$ cat src/first_fit_bin_allocator_unit_assert.svh
// assertion macros for the first-fit bin allocator
`ifndef FIRST_FIT_BIN_ALLOCATOR_UNIT_ASSERT_SVH
`define FIRST_FIT_BIN_ALLOCATOR_UNIT_ASSERT_SVH

`ifndef SYNTH

// checks prop at every clock edge outside reset
`define FFBA_ASSERT(lbl, prop, msg) \
  lbl: assert property (@(posedge clk) disable iff (!rst_n) (prop)) else $error(msg);

// checks that cond holds in the cycle after trig
`define FFBA_ASSERT_NEXT(lbl, trig, cond, msg) \
  lbl: assert property (@(posedge clk) disable iff (!rst_n) (trig) |=> (cond)) else $error(msg);

`else

`define FFBA_ASSERT(lbl, prop, msg)
`define FFBA_ASSERT_NEXT(lbl, trig, cond, msg)

`endif

`endif

$ cat src/ffba_pkg.sv
// shared constants and control types of the first-fit bin allocator
package ffba_pkg;

  localparam int NUM_STACKS = 16;
  localparam int BIN_W      = (NUM_STACKS > 1) ? $clog2(NUM_STACKS) : 1;
  localparam int CNT_W      = $clog2(NUM_STACKS + 1);

  localparam int FIELD_W     = 16;
  localparam int IDX_OUT_W   = 4;
  localparam int STATUS_W    = 2;
  localparam int IN_TDATA_W  = 2 * FIELD_W;
  localparam int OUT_TDATA_W = ((FIELD_W + IDX_OUT_W + 7) / 8) * 8;

  localparam logic [FIELD_W-1:0] CAP_RESET = 16'hFFFF;

  localparam logic [STATUS_W-1:0] ST_OPEN_BIN   = 2'd0;
  localparam logic [STATUS_W-1:0] ST_NEW_BIN    = 2'd1;
  localparam logic [STATUS_W-1:0] ST_OVERWEIGHT = 2'd2;
  localparam logic [STATUS_W-1:0] ST_ALL_OPEN   = 2'd3;

  typedef struct packed {
    logic                load;     // latch the accepted word, restart the scan
    logic                rd;       // read the load at the scan pointer
    logic                wr_hit;   // add the weight to the bin under check
    logic                wr_open;  // open the next bin with the weight
    logic                res_set;  // capture the result code
    logic [STATUS_W-1:0] res_code;
    logic                out_load; // move the result into the output register
  } ffba_cmd_t;

  typedef struct packed {
    logic over;     // weight above capacity
    logic empty;    // no bin open yet
    logic full;     // every bin open
    logic rd_more;  // scan pointer still below the open count
    logic chk_v;    // read data valid for the bin under check
    logic fit;      // bin under check takes the weight
    logic last;     // bin under check is the last open bin
    logic out_free; // output register can take a word
  } ffba_stat_t;

endpackage

$ cat src/ffba_ctrl.sv
// sequencing state machine of the first-fit bin allocator
module ffba_ctrl (
  input  logic              clk,
  input  logic              rst_n,
  input  logic              in_tvalid,
  output logic              in_tready,
  input  ffba_pkg::ffba_stat_t st,
  output ffba_pkg::ffba_cmd_t  cmd
);
  import ffba_pkg::*;

  localparam logic [1:0] S_IDLE = 2'd0;
  localparam logic [1:0] S_EVAL = 2'd1;
  localparam logic [1:0] S_SCAN = 2'd2;
  localparam logic [1:0] S_DONE = 2'd3;

  logic [1:0] state_r, state_nxt;

  assign in_tready = (state_r == S_IDLE);

  always_comb begin
    state_nxt    = state_r;
    cmd          = '0;
    cmd.res_code = ST_OPEN_BIN;
    case (state_r)
      S_IDLE: begin
        if (in_tvalid) begin
          cmd.load  = 1'b1;
          state_nxt = S_EVAL;
        end
      end
      S_EVAL: begin
        if (st.over) begin
          cmd.res_set  = 1'b1;
          cmd.res_code = ST_OVERWEIGHT;
          state_nxt    = S_DONE;
        end else if (st.empty) begin
          cmd.wr_open  = 1'b1;
          cmd.res_set  = 1'b1;
          cmd.res_code = ST_NEW_BIN;
          state_nxt    = S_DONE;
        end else begin
          state_nxt = S_SCAN;
        end
      end
      S_SCAN: begin
        // reads run one bin ahead of the check
        cmd.rd = st.rd_more;
        if (st.chk_v && st.fit) begin
          cmd.wr_hit   = 1'b1;
          cmd.res_set  = 1'b1;
          cmd.res_code = ST_OPEN_BIN;
          state_nxt    = S_DONE;
        end else if (st.chk_v && st.last) begin
          cmd.res_set = 1'b1;
          if (st.full) begin
            cmd.res_code = ST_ALL_OPEN;
          end else begin
            cmd.wr_open  = 1'b1;
            cmd.res_code = ST_NEW_BIN;
          end
          state_nxt = S_DONE;
        end
      end
      S_DONE: begin
        if (st.out_free) begin
          cmd.out_load = 1'b1;
          state_nxt    = S_IDLE;
        end
      end
      default: begin
        state_nxt = S_IDLE;
      end
    endcase
  end

  always_ff @(posedge clk) begin
    if (!rst_n) begin
      state_r <= S_IDLE;
    end else begin
      state_r <= state_nxt;
    end
  end

endmodule

$ cat src/ffba_datapath.sv
// bin load memory, scan pointers, fit compare and output register
module ffba_datapath (
  input  logic                             clk,
  input  logic                             rst_n,
  input  logic                             cfg_wr_en,
  input  logic [ffba_pkg::FIELD_W-1:0]     cfg_wr_data,
  input  logic [ffba_pkg::IN_TDATA_W-1:0]  in_tdata,
  input  ffba_pkg::ffba_cmd_t              cmd,
  output ffba_pkg::ffba_stat_t             st,
  input  logic                             out_tready,
  output logic                             out_tvalid,
  output logic [ffba_pkg::OUT_TDATA_W-1:0] out_tdata,
  output logic [ffba_pkg::STATUS_W-1:0]    out_tuser
);
  import ffba_pkg::*;

  logic [FIELD_W-1:0]   cap_r;
  logic [FIELD_W-1:0]   tag_r;
  logic [FIELD_W-1:0]   weight_r;
  logic [CNT_W-1:0]     open_r;
  logic [CNT_W-1:0]     rd_idx_r;
  logic [BIN_W-1:0]     chk_idx_r;
  logic                 chk_v_r;
  logic [FIELD_W-1:0]   rdata_r;
  logic [BIN_W-1:0]     res_idx_r;
  logic [STATUS_W-1:0]  res_st_r;
  logic                 out_valid_r;
  logic [FIELD_W-1:0]   out_tag_r;
  logic [IDX_OUT_W-1:0] out_idx_r;
  logic [STATUS_W-1:0]  out_st_r;

  logic [FIELD_W-1:0] load_mem [NUM_STACKS];

  logic [FIELD_W:0]           sum;
  logic [BIN_W-1:0]           open_idx;
  logic [BIN_W-1:0]           wr_addr;
  logic [FIELD_W-1:0]         wr_data;
  logic [BIN_W+IDX_OUT_W-1:0] idx_ext;

  assign sum      = {1'b0, rdata_r} + {1'b0, weight_r};
  assign open_idx = open_r[BIN_W-1:0];
  assign wr_addr  = cmd.wr_hit ? chk_idx_r : open_idx;
  assign wr_data  = cmd.wr_hit ? sum[FIELD_W-1:0] : weight_r;
  // result index is zero-extended here; the output register keeps its low bits
  assign idx_ext  = (BIN_W + IDX_OUT_W)'(res_idx_r);

  always_comb begin
    st.over     = (weight_r > cap_r);
    st.empty    = (open_r == '0);
    st.full     = (open_r == CNT_W'(NUM_STACKS));
    st.rd_more  = (rd_idx_r < open_r);
    st.chk_v    = chk_v_r;
    st.fit      = (sum <= {1'b0, cap_r});
    st.last     = ((CNT_W'(chk_idx_r) + CNT_W'(1)) == open_r);
    st.out_free = !out_valid_r || out_tready;
  end

  always_ff @(posedge clk) begin
    if (cmd.wr_hit || cmd.wr_open) begin
      load_mem[wr_addr] <= wr_data;
    end
    if (cmd.rd) begin
      rdata_r <= load_mem[rd_idx_r[BIN_W-1:0]];
    end
  end

  always_ff @(posedge clk) begin
    if (!rst_n) begin
      cap_r       <= CAP_RESET;
      open_r      <= '0;
      chk_v_r     <= 1'b0;
      out_valid_r <= 1'b0;
    end else begin
      if (cfg_wr_en) begin
        cap_r <= cfg_wr_data;
      end
      if (cmd.wr_open) begin
        open_r <= open_r + CNT_W'(1);
      end
      chk_v_r <= cmd.rd && !cmd.load;
      if (cmd.out_load) begin
        out_valid_r <= 1'b1;
      end else if (out_tready) begin
        out_valid_r <= 1'b0;
      end
    end
  end

  always_ff @(posedge clk) begin
    if (cmd.load) begin
      tag_r    <= in_tdata[FIELD_W-1:0];
      weight_r <= in_tdata[2*FIELD_W-1:FIELD_W];
      rd_idx_r <= '0;
    end else if (cmd.rd) begin
      rd_idx_r <= rd_idx_r + CNT_W'(1);
    end
    if (cmd.rd) begin
      chk_idx_r <= rd_idx_r[BIN_W-1:0];
    end
    if (cmd.res_set) begin
      res_st_r <= cmd.res_code;
      if (cmd.wr_hit) begin
        res_idx_r <= chk_idx_r;
      end else if (cmd.wr_open) begin
        res_idx_r <= open_idx;
      end else begin
        res_idx_r <= '0;
      end
    end
    if (cmd.out_load) begin
      out_tag_r <= tag_r;
      out_idx_r <= idx_ext[IDX_OUT_W-1:0];
      out_st_r  <= res_st_r;
    end
  end

  assign out_tvalid = out_valid_r;
  assign out_tdata  = OUT_TDATA_W'({out_idx_r, out_tag_r});
  assign out_tuser  = out_st_r;

endmodule

$ cat src/first_fit_bin_allocator_unit.sv
// first-fit bin allocator: top level with controller and datapath
// Online first-fit bin packing over NUM_STACKS bins.
// in channel: one word per item, tag and weight. out channel: one word per
// item, the echoed tag and the bin index, with the placement status in tuser.
// cfg_wr_en/cfg_wr_data set the bin capacity; write it only while idle.
// An accepted item is first compared against the capacity, then the open
// bins are scanned from bin 0 upward, one bin load read per cycle from the
// load memory, with the compare in the cycle after the read. The first bin
// that fits is updated; otherwise the next bin is opened if one is left.
// The next item is accepted the cycle after the result enters the output
// register, so while the receiver keeps up, the rate is set by the
// one-read-per-cycle scan.
// Reset (rst_n low, synchronous) closes all bins and sets capacity to
// 65535; no clearing pass is needed since only opened bins are read.
// A stalled receiver holds the word in the output register; one further
// item is taken and worked on, and the block then waits to hand it over.
module first_fit_bin_allocator_unit (
  input  logic                             clk,
  input  logic                             rst_n,
  input  logic                             cfg_wr_en,
  input  logic [ffba_pkg::FIELD_W-1:0]     cfg_wr_data,
  input  logic                             in_tvalid,
  output logic                             in_tready,
  // [15:0] item_tag, [31:16] item_weight
  input  logic [ffba_pkg::IN_TDATA_W-1:0]  in_tdata,
  output logic                             out_tvalid,
  input  logic                             out_tready,
  // [15:0] result_tag, [19:16] bin_index, [23:20] zero
  output logic [ffba_pkg::OUT_TDATA_W-1:0] out_tdata,
  // [1:0] place_status
  output logic [ffba_pkg::STATUS_W-1:0]    out_tuser
);
  import ffba_pkg::*;

  `include "first_fit_bin_allocator_unit_assert.svh"

  ffba_cmd_t  cmd;
  ffba_stat_t st;

  ffba_ctrl u_ctrl (
    .clk       (clk),
    .rst_n     (rst_n),
    .in_tvalid (in_tvalid),
    .in_tready (in_tready),
    .st        (st),
    .cmd       (cmd)
  );

  ffba_datapath u_dp (
    .clk         (clk),
    .rst_n       (rst_n),
    .cfg_wr_en   (cfg_wr_en),
    .cfg_wr_data (cfg_wr_data),
    .in_tdata    (in_tdata),
    .cmd         (cmd),
    .st          (st),
    .out_tready  (out_tready),
    .out_tvalid  (out_tvalid),
    .out_tdata   (out_tdata),
    .out_tuser   (out_tuser)
  );

  `FFBA_ASSERT_NEXT(a_busy_after_accept, in_tvalid && in_tready, !in_tready, "accepted while busy")
  `FFBA_ASSERT(a_hit_checked, !cmd.wr_hit || (st.chk_v && st.fit), "bin update without fit")
  `FFBA_ASSERT(a_open_room, !cmd.wr_open || !st.full, "bin opened with all bins open")
  `FFBA_ASSERT(a_reject_idx, !(out_tvalid && (out_tuser == ST_OVERWEIGHT || out_tuser == ST_ALL_OPEN)) || (out_tdata[FIELD_W+IDX_OUT_W-1:FIELD_W] == '0), "unplaced item with nonzero bin")

endmodule

$ cat config.mk
export PLATFORM = sky130hd
export DESIGN_NAME = first_fit_bin_allocator_unit
export DESIGN_NICKNAME = d
export VERILOG_FILES = /design/src/ffba_pkg.sv /design/src/ffba_ctrl.sv /design/src/ffba_datapath.sv /design/src/first_fit_bin_allocator_unit.sv
export VERILOG_INCLUDE_DIRS = /design/src /design/src/src
export SDC_FILE = /design/constraint.sdc
export NUM_CORES = 1
export LEC_CHECK = 0
export ABC_AREA = 1
export ABC_CLOCK_PERIOD_IN_PS = 4700
export BUFFER_PORTS_ARGS = -buffer_cell sky130_fd_sc_hd__buf_2
export CAP_MARGIN = 20
export CORE_ASPECT_RATIO = 1.2
export CORE_MARGIN = 2
export CORE_UTILIZATION = 55
export DETAILED_ROUTE_END_ITERATION = 7
export PLACE_DENSITY = 0.79
export SLEW_MARGIN = 20
export SYNTH_ARGS = -nofsm -noshare
export SYNTH_HDL_FRONTEND = slang
export SYNTH_HIERARCHICAL = 1
export SYNTH_SLANG_ARGS = --single-unit
$ cat constraint.sdc
create_clock -name clk -period 4.7 [get_ports clk]
set_input_delay 0.235 -clock clk [delete_from_list [all_inputs] [get_ports clk]]
set_output_delay 0.235 -clock clk [all_outputs]
set_load 0.02 [all_outputs]
==> results by group, run 1 <==
Status
  • Outcome: finished clean

Clock network
  • Clock sinks: 366
  • Worst-skew pair later-pin latency: 0.53 ns
  • CTS Buf Count: 35
  • Clock slew at reported path FFs: approximately 0.06 ns
  • CTS H-tree depth: 2
  • Root buffer cell: clkbuf_16
  • CTS max path bufs: 3
  • CTS tree: built

STA
  • Setup-failing EPs final: 0
  • Hold Slack: 0.209 ns
  • Slew margin rel.: between 30 and 40%
  • Max Clk Rate: 221 MHz
  • Max-slew violation count: 0
  • Final Hold Vio Count: 0
  • Worst Max-Slew Pin Slew: 0.921 ns
  • Skew final: 0.0216 ns
  • Final min period: between 4 and 5 ns
  • Final Cycle Share: a little over nine tenths

Placed design
  • Dpl cell area: 16800 sq um
  • Detailed Place HPWL: 25400 um
  • Global placement routability congestion: about 0.94
  • I/O Buffers: 76

Finish
  • Layout cell share with drive strength beyond 1: between 15 and 20%
  • Final net count: between 1.5k and 2k
  • Final instance area: around 19000 sq um
  • Synth-to-Final Area Change: 18.8%
  • Antenna diodes: 0

Synth
  • Ys async rst share: 0%
  • Area share of the largest cell type after synthesis: approximately 64%
  • Synth area leader: edfxtp_1
  • Synth Instances: ~1.3k
  • Post-synth top cells: edfxtp_1, nand2_1, nor2_1
  • Yosys cell types: 45
  • Post-synth EDFFs: roughly 340
  • Top cells by area, synth: edfxtp_1, ha_1, dfxtp_1
  • Sequential share of the synthesized area: roughly two thirds
  • Post-synthesis register bit count: about 370
  • Cell with the most instances after synthesis: edfxtp_1
  • Post-synth top flop: edfxtp_1
  • Mapped Area: 15800 sq um
  • Ys Warns: 6
  • Post-Syn Area per Cell: between 10 and 15 sq um

Setup path
  • CP Class: flop to flop
  • Critical path required time: 4.94 ns
  • Critical-path maximum fanout: 8
  • Crit start category: flop
  • Worst setup EP type: flop
  • Worst EP arrival: about 4.8 ns

Floorplan
  • Cell Rows: 68
  • Die Area: 30100 sq um
  • Die Ht: approximately 190 um
  • Initial core utilization: 55.5%
  • Core area: 28500 sq um
  • Die width: 159 um
  • IO Pins: a little over 80

Drt
  • Vias: 10.9k
  • Drt drc: 0
  • Pre-antenna DRT Iters: 6
  • Wire per inst: around 22 um
  • Routed Antenna Nets: 0
  • DR vias/cell: 5.91
  • Iter 0 DRT Violations: 1304
  • Routed WL: roughly 40000 um

GRT
  • Global-route wire length before repair: slightly below 60000 um
  • Global route total overflow: 0
  • Met2 GRT Util: roughly 42%
  • Met3 Usage GRT: about 4.0%
  • Top Usage Layer GRT: met2
  • GRT Util Overall: between 20% and 30%
  • Vias in the first global route: ~10k
  • Grt met1 use: 31.8%
  • Initial antenna violation count: 0
  • Largest net degree at the start of global routing: between 90 and 100

Power and ir drop
  • VDD IR-drop max: 0.258 mV
  • Power per cell area: 438 nW/um^2
  • Pleak: between 6 and 7 nW

Flow run
  • Max Cap Viol: 0

Min path
  • HP Class: input pin to flop
power by group:
| group | internal (mW) | leakage [nW] | switching [mW] |
|---|---|---|---|
| combinational | 0.520 | 3.05 | 1.07 |
| clock | 1.50 | 0.527 | 1.15 |
| sequential | 3.86 | 3.29 | 0.114 |
per-stage QoR:
step                      worst slack (ns)  TNS [ns]  utilization (%)  total power, mW  std cells
after floorplan                      0.108         0                -             5.01       1263
after global placement             -0.0301    -0.751             58.9             5.48       1717
after detailed placement           -0.0901     -7.97             58.9             5.51       1717
after CTS                          0.00337         0             64.4             8.18       1828
after global routing               -0.0965     -9.07             65.9             8.57       1844
final                                0.173         0             65.9             8.22       1844
what timing repair did:
| item | CTS | global route |
|---|---|---|
| hold endpoints to repair | 52 | 0 |
| resized for setup | 2 | 111 |
| pin swaps | 0 | 3 |
| buffers inserted | 0 | 4 |
| hold buffers | 50 | 0 |
| gates cloned | 0 | 12 |
| setup endpoints to repair | 234 | 273 |
placed cells by master, fill, tap and decap left out, types with 7 or more instances in the layout:
cell / instances
buf_4: 48
nor2_1: 136
inv_1: 65
o21ai_0: 91
nand2_1: 149
ha_1: 60
xor2_1: 11
clkbuf_1: 8
o221ai_1: 46
edfxtp_1: 336
buf_6: 20
mux2i_1: 46
clkinv_1: 7
clkbuf_16: 37
nor2_4: 17
buf_2: 76
o32ai_1: 15
nor3_1: 12
o211ai_1: 16
dlygate4sd3_1: 50
dfxtp_1: 27
nand4_1: 14
a21oi_1: 56
nand3_1: 36
final timing paths:
path,startpoint,endpoint,slack (ns),depth (start not counted)
max,u_dp/weight_r[0]$_DFFE_PP_,u_dp/load_mem[15][9]$_DFFE_PP_,0.17,24
min,cfg_wr_en,u_dp/cap_r[4]$_SDFFE_PN1P_,0.21,2
max reg2reg,u_dp/weight_r[0]$_DFFE_PP_,u_dp/load_mem[15][9]$_DFFE_PP_,0.17,24
min reg2reg,u_dp/res_st_r[0]$_DFFE_PP_,u_dp/out_tuser[0]$_DFFE_PP_,0.42,0
final cells by class:
class	instances	area, sq um
Clock buffer	45	956
Multi-Input combinational cell	766	4780
Sequential cell	366	10700
Fill cell	1958	9710
Clock inverter	16	119
Tap cell	385	482
Timing Repair Buffer	195	1490
Inverter	71	267
flip-flops by register name (all words and copies together) (netlist names), 5 cells and up:
signal and flops:
u_dp/load_mem 256, u_dp/cap_r 16, u_dp/out_tag_r 16, u_dp/rdata_r 16, u_dp/tag_r 16, u_dp/weight_r 16, u_dp/open_r 5, u_dp/rd_idx_r 5
metal layers:
layer / share of wire (%) / wire [um] / vias to the layer above
met5: 0 / 0 / -
met3: 8.7 / 3500 / 120
met4: 5.5 / 2220 / 0
met1: 37 / 14800 / 5205
met2: 49 / 19500 / 594
li1: - / - / 4980
logic make-up after synthesis:
kind of cell	Yosys count	share of synthesized area (%)
buffers and inverters	131	3.76
muxes	46	2.91
adders and majority gates	62	4.95
and+or+nand+nor	387	9.98
AOI/OAI and AO/OA	251	9.90
xor gates and xnor gates	16	0.886
DFF	366	67.6
other	1	0.0237
critical path, cell delays in order, from the launching register on:
cell,delay (ns)
edfxtp_1,0.39
ha_1,0.25
fa_2,0.39
nand3_1,0.13
nand3_2,0.12
a21oi_2,0.17
inv_1,0.05
nand4_1,0.10
nand3_1,0.11
and2_1,0.17
ha_1,0.31
a21oi_1,0.16
o2111ai_1,0.15
nor2_1,0.15
nand3_1,0.08
nand2_1,0.11
nand2_1,0.12
nor2_4,0.21
inv_2,0.08
nand2_1,0.12
o21ai_4,0.11
nor2_4,0.21
nand2_4,0.14
nor2_2,0.20
buf_4,0.21
No activity file was read; power rests on OpenSTA's default activity.
==> inputs of run 2 (changes only) <==
--- a/config.mk
+++ b/config.mk
@@ -7,14 +7,14 @@
 export NUM_CORES = 1
 export LEC_CHECK = 0
 export ABC_AREA = 1
-export ABC_CLOCK_PERIOD_IN_PS = 4700
+export ABC_CLOCK_PERIOD_IN_PS = 5000
 export BUFFER_PORTS_ARGS = -buffer_cell sky130_fd_sc_hd__buf_2
 export CAP_MARGIN = 20
 export CORE_ASPECT_RATIO = 1.2
 export CORE_MARGIN = 2
 export CORE_UTILIZATION = 55
 export DETAILED_ROUTE_END_ITERATION = 7
-export PLACE_DENSITY = 0.79
+export PLACE_DENSITY = 0.76
 export SLEW_MARGIN = 20
 export SYNTH_ARGS = -nofsm -noshare
 export SYNTH_HDL_FRONTEND = slang
==> constraint.sdc (replaced) <==
create_clock -name clk -period 5 [get_ports clk]
set_input_delay 0.25 -clock clk [delete_from_list [all_inputs] [get_ports clk]]
set_output_delay 0.25 -clock clk [all_outputs]
set_load 0.02 [all_outputs]
==> run 2 against run 1 <==
Sequential cell count unchanged. Via count down 1.8%. Die area unchanged. Clock power down 5%. First-iteration DRC count down 4.3%. Worst setup slack better by 0.074 ns. Clock skew down 0.0028 ns. Sequential share of layout area up 1.5 points.
==> results by group, run 2 (same netlist as run 1, synthesis figures left out) <==
Drt
  • Wire per inst: 21.1 um (was 21.7 um)
  • Pre-antenna DRT Iters: 6 (unchanged)
  • Iter 0 DRT Violations: 1248 (was 1304)
  • DR vias/cell: 5.90 (was 5.91)
  • Drt drc: 0 (unchanged)
  • Vias: 10.7k (was 10.9k)
  • Routed Antenna Nets: 0 (unchanged)
  • Routed WL: 38300 um (was 40100 um)

GRT
  • Global route total overflow: 0 (unchanged)
  • Vias in the first global route: 10.4k (about the same)
  • Initial antenna violation count: 0 (unchanged)
  • Global-route wire length before repair: 57500 um (was 58100 um)
  • Largest net degree at the start of global routing: 115 (was 94)
  • GRT Util Overall: 24.9% (was 25.1%)

Placed design
  • Dpl cell area: 16700 sq um (was 16800 sq um)
  • I/O Buffers: 76 (unchanged)
  • Detailed Place HPWL: 24700 um (was 25400 um)
  • Global placement routability congestion: 1.02 (was 0.944)
  • Placed Cells: 1702 (was 1717)
  • Pre-CTS setup slack: 0.00223 ns (was -0.0901 ns)

Setup path
  • Worst setup EP type: flop (unchanged)
  • Crit start category: flop (unchanged)
  • R2R cell count: 25 (was 24)
  • Reg-to-reg slack, setup: 0.25 ns (was 0.17 ns)
  • Worst EP arrival: 4.97 ns (was 4.77 ns)
  • CP Class: flop to flop (unchanged)
  • R2r endpoint: u_dp/load_mem[7][1]$_DFFE_PP_ (was u_dp/load_mem[15][9]$_DFFE_PP_)
  • Worst reg2reg startpoint: u_dp/weight_r[0]$_DFFE_PP_ (unchanged)
  • Critical path required time: 5.22 ns (was 4.94 ns)
  • Critical-path maximum fanout: 17 (was 8)

Power and ir drop
  • Power per cell area: 421 nW/um^2 (was 438 nW/um^2)
  • Post-route total power: 7.70 mW (was 8.22 mW)
  • Pleak: 6.67 nW (was 6.86 nW)
  • VDD IR-drop max: 0.236 mV (was 0.258 mV)

Clock network
  • Clock sinks: 366 (unchanged)
  • CTS H-tree depth: 2 (unchanged)
  • Root buffer cell: clkbuf_16 (unchanged)
  • CTS tree: built (unchanged)
  • CTS max path bufs: 3 (unchanged)
  • Worst-skew pair later-pin latency: 0.53 ns (about the same)
  • CTS Buf Count: 36 (was 35)
  • Clock slew at reported path FFs: 0.06 ns (about the same)

Finish
  • Layout cell share with drive strength beyond 1: 12.8% (was 16.6%)
  • Final net count: 1521 (was 1550)
  • Final instance area: 18300 sq um (was 18800 sq um)
  • Storage cell area: 10700 sq um (unchanged)
  • Multi-input gate area: 4590 sq um (was 4780 sq um)
  • Top reg by flops: u_dp/load_mem (unchanged)
  • Fillers: 2026 (was 1958)
  • Antenna diodes: 0 (unchanged)
  • Synth-to-Final Area Change: 15.8% (was 18.8%)
  • Max reg flops: 256 (unchanged)
  • Most frequent cells in the layout: edfxtp_1, nand2_1, nor2_1 (unchanged)
  • Final Instance Count excl. Fillers: 1814 (was 1844)
  • Most common cell after layout, fill and taps aside: edfxtp_1 (unchanged)

STA
  • Final Cycle Share: 95.1% (was 96.3%)
  • Max-slew violation count: 0 (unchanged)
  • Final min period: 4.75 ns (was 4.53 ns)
  • Worst Max-Slew Pin Slew: 1.05 ns (was 0.921 ns)
  • Skew final: 0.0188 ns (was 0.0216 ns)
  • Max Clk Rate: 210 MHz (was 221 MHz)
  • Final WS setup: 0.247 ns (was 0.173 ns)
  • Final Hold Vio Count: 0 (unchanged)
  • Setup-failing EPs final: 0 (unchanged)
  • Slew margin rel.: 30.2% (was 38.5%)

Min path
  • Hold Crit Depth: 4 (was 2)
  • Hold EP: u_dp/out_tvalid$_SDFFE_PN0P_ (was u_dp/cap_r[4]$_SDFFE_PN1P_)
  • HP Class: input pin to flop (unchanged)
  • Min-delay src: out_tready (was cfg_wr_en)

Floorplan
  • Initial core utilization: 55.5% (unchanged)
  • Core area: 28500 sq um (unchanged)
  • Die Area: 30100 sq um (unchanged)
  • Die Ht: 190 um (unchanged)
  • Cell Rows: 68 (unchanged)
  • Die width: 159 um (unchanged)
  • IO Pins: 81 (unchanged)

Status
  • Outcome: finished clean (unchanged)

Flow run
  • Max Cap Viol: 0 (unchanged)
-- run 2: worst max path at each step --
stage | start | end | slack, ns | cells past startpoint
2_1_floorplan | u_dp/weight_r[0]$_DFFE_PP_ | u_dp/load_mem[11][0]$_DFFE_PP_ | 0.41 | 26
4_1_cts | u_dp/weight_r[0]$_DFFE_PP_ | u_dp/load_mem[4][1]$_DFFE_PP_ | 0.05 | 23
5_1_grt | u_dp/weight_r[0]$_DFFE_PP_ | u_dp/load_mem[12][2]$_DFFE_PP_ | -0.08 | 27
3_3_place_gp | u_dp/weight_r[0]$_DFFE_PP_ | u_dp/load_mem[5][13]$_DFFE_PP_ | 0.08 | 26
3_5_place_dp | u_dp/weight_r[0]$_DFFE_PP_ | u_dp/load_mem[5][1]$_DFFE_PP_ | 0.002 | 26
6_report | u_dp/weight_r[0]$_DFFE_PP_ | u_dp/load_mem[7][1]$_DFFE_PP_ | 0.25 | 25
-- run 2: per-stage QoR --
stage               setup TNS (ns)  hold WS, ns  util, %
global route                 -3.10       0.0696     64.2
CTS                              0       0.0416     64.0
floorplan                        0        0.349        -
global placement                 0        0.400     58.4
detailed placement               0        0.405     58.4
finish                           0       0.0568     64.2
-- run 2: layout make-up --
cell class              count  share of cell area, %
flip-flops and latches    366                   58.4
multi-input cells         766                   25.1
repair buffers            165                   6.50
clock buffers              47                   5.26
well taps                 385                   2.63
inverters                  71                   1.47
clock inverters            14                  0.656
-- run 2: power by group --
part / switching (mW) / leakage, nW / internal (mW)
Combinational: 0.985 / 2.85 / 0.445
Clock: 1.07 / 0.526 / 1.46
Sequential: 0.109 / 3.29 / 3.64
Total: 2.16 / 6.67 / 5.54
-- run 2: repair_timing --
| action | 4_1_cts | 5_1_grt |
|---|---|---|
| hold endpoints to repair | 49 | 0 |
| setup endpoints to repair | 16 | 256 |
| pin swaps | 0 | 1 |
| gates resized for setup | 1 | 24 |
| buffers inserted | 0 | 1 |
| gates cloned | 0 | 1 |
| hold buffers | 49 | 0 |
-- run 2: layer usage --
layer / routed length (um) / global-route usage [%] / vias to the layer above / share of wire, %
li1: - / - / 4927 / -
met1: 14500 / 30.7 / 5175 / 38
met2: 19200 / 43.3 / 490 / 50
met3: 2780 / 3.47 / 110 / 7.3
met4: 1900 / 12.9 / 0 / 5.0
met5: 0 / 0 / - / 0
-- run 2: critical path: stages, from the launching register on --
cell       delay, ns
edfxtp_1        0.40
ha_1            0.25
fa_1            0.44
nand3_1         0.10
nand3_1         0.18
a21oi_2         0.22
inv_1           0.07
nand4_1         0.11
nand3_1         0.11
and2_1          0.17
ha_1            0.30
a21oi_1         0.14
o2111ai_1       0.12
nor2_1          0.17
nand3_1         0.09
nand2_1         0.11
nand2_1         0.10
nor2_1          0.10
buf_4           0.18
inv_4           0.11
nand2_1         0.13
o21ai_4         0.09
nor2_2          0.14
nand2_1         0.15
nor2_1          0.20
buf_4           0.23
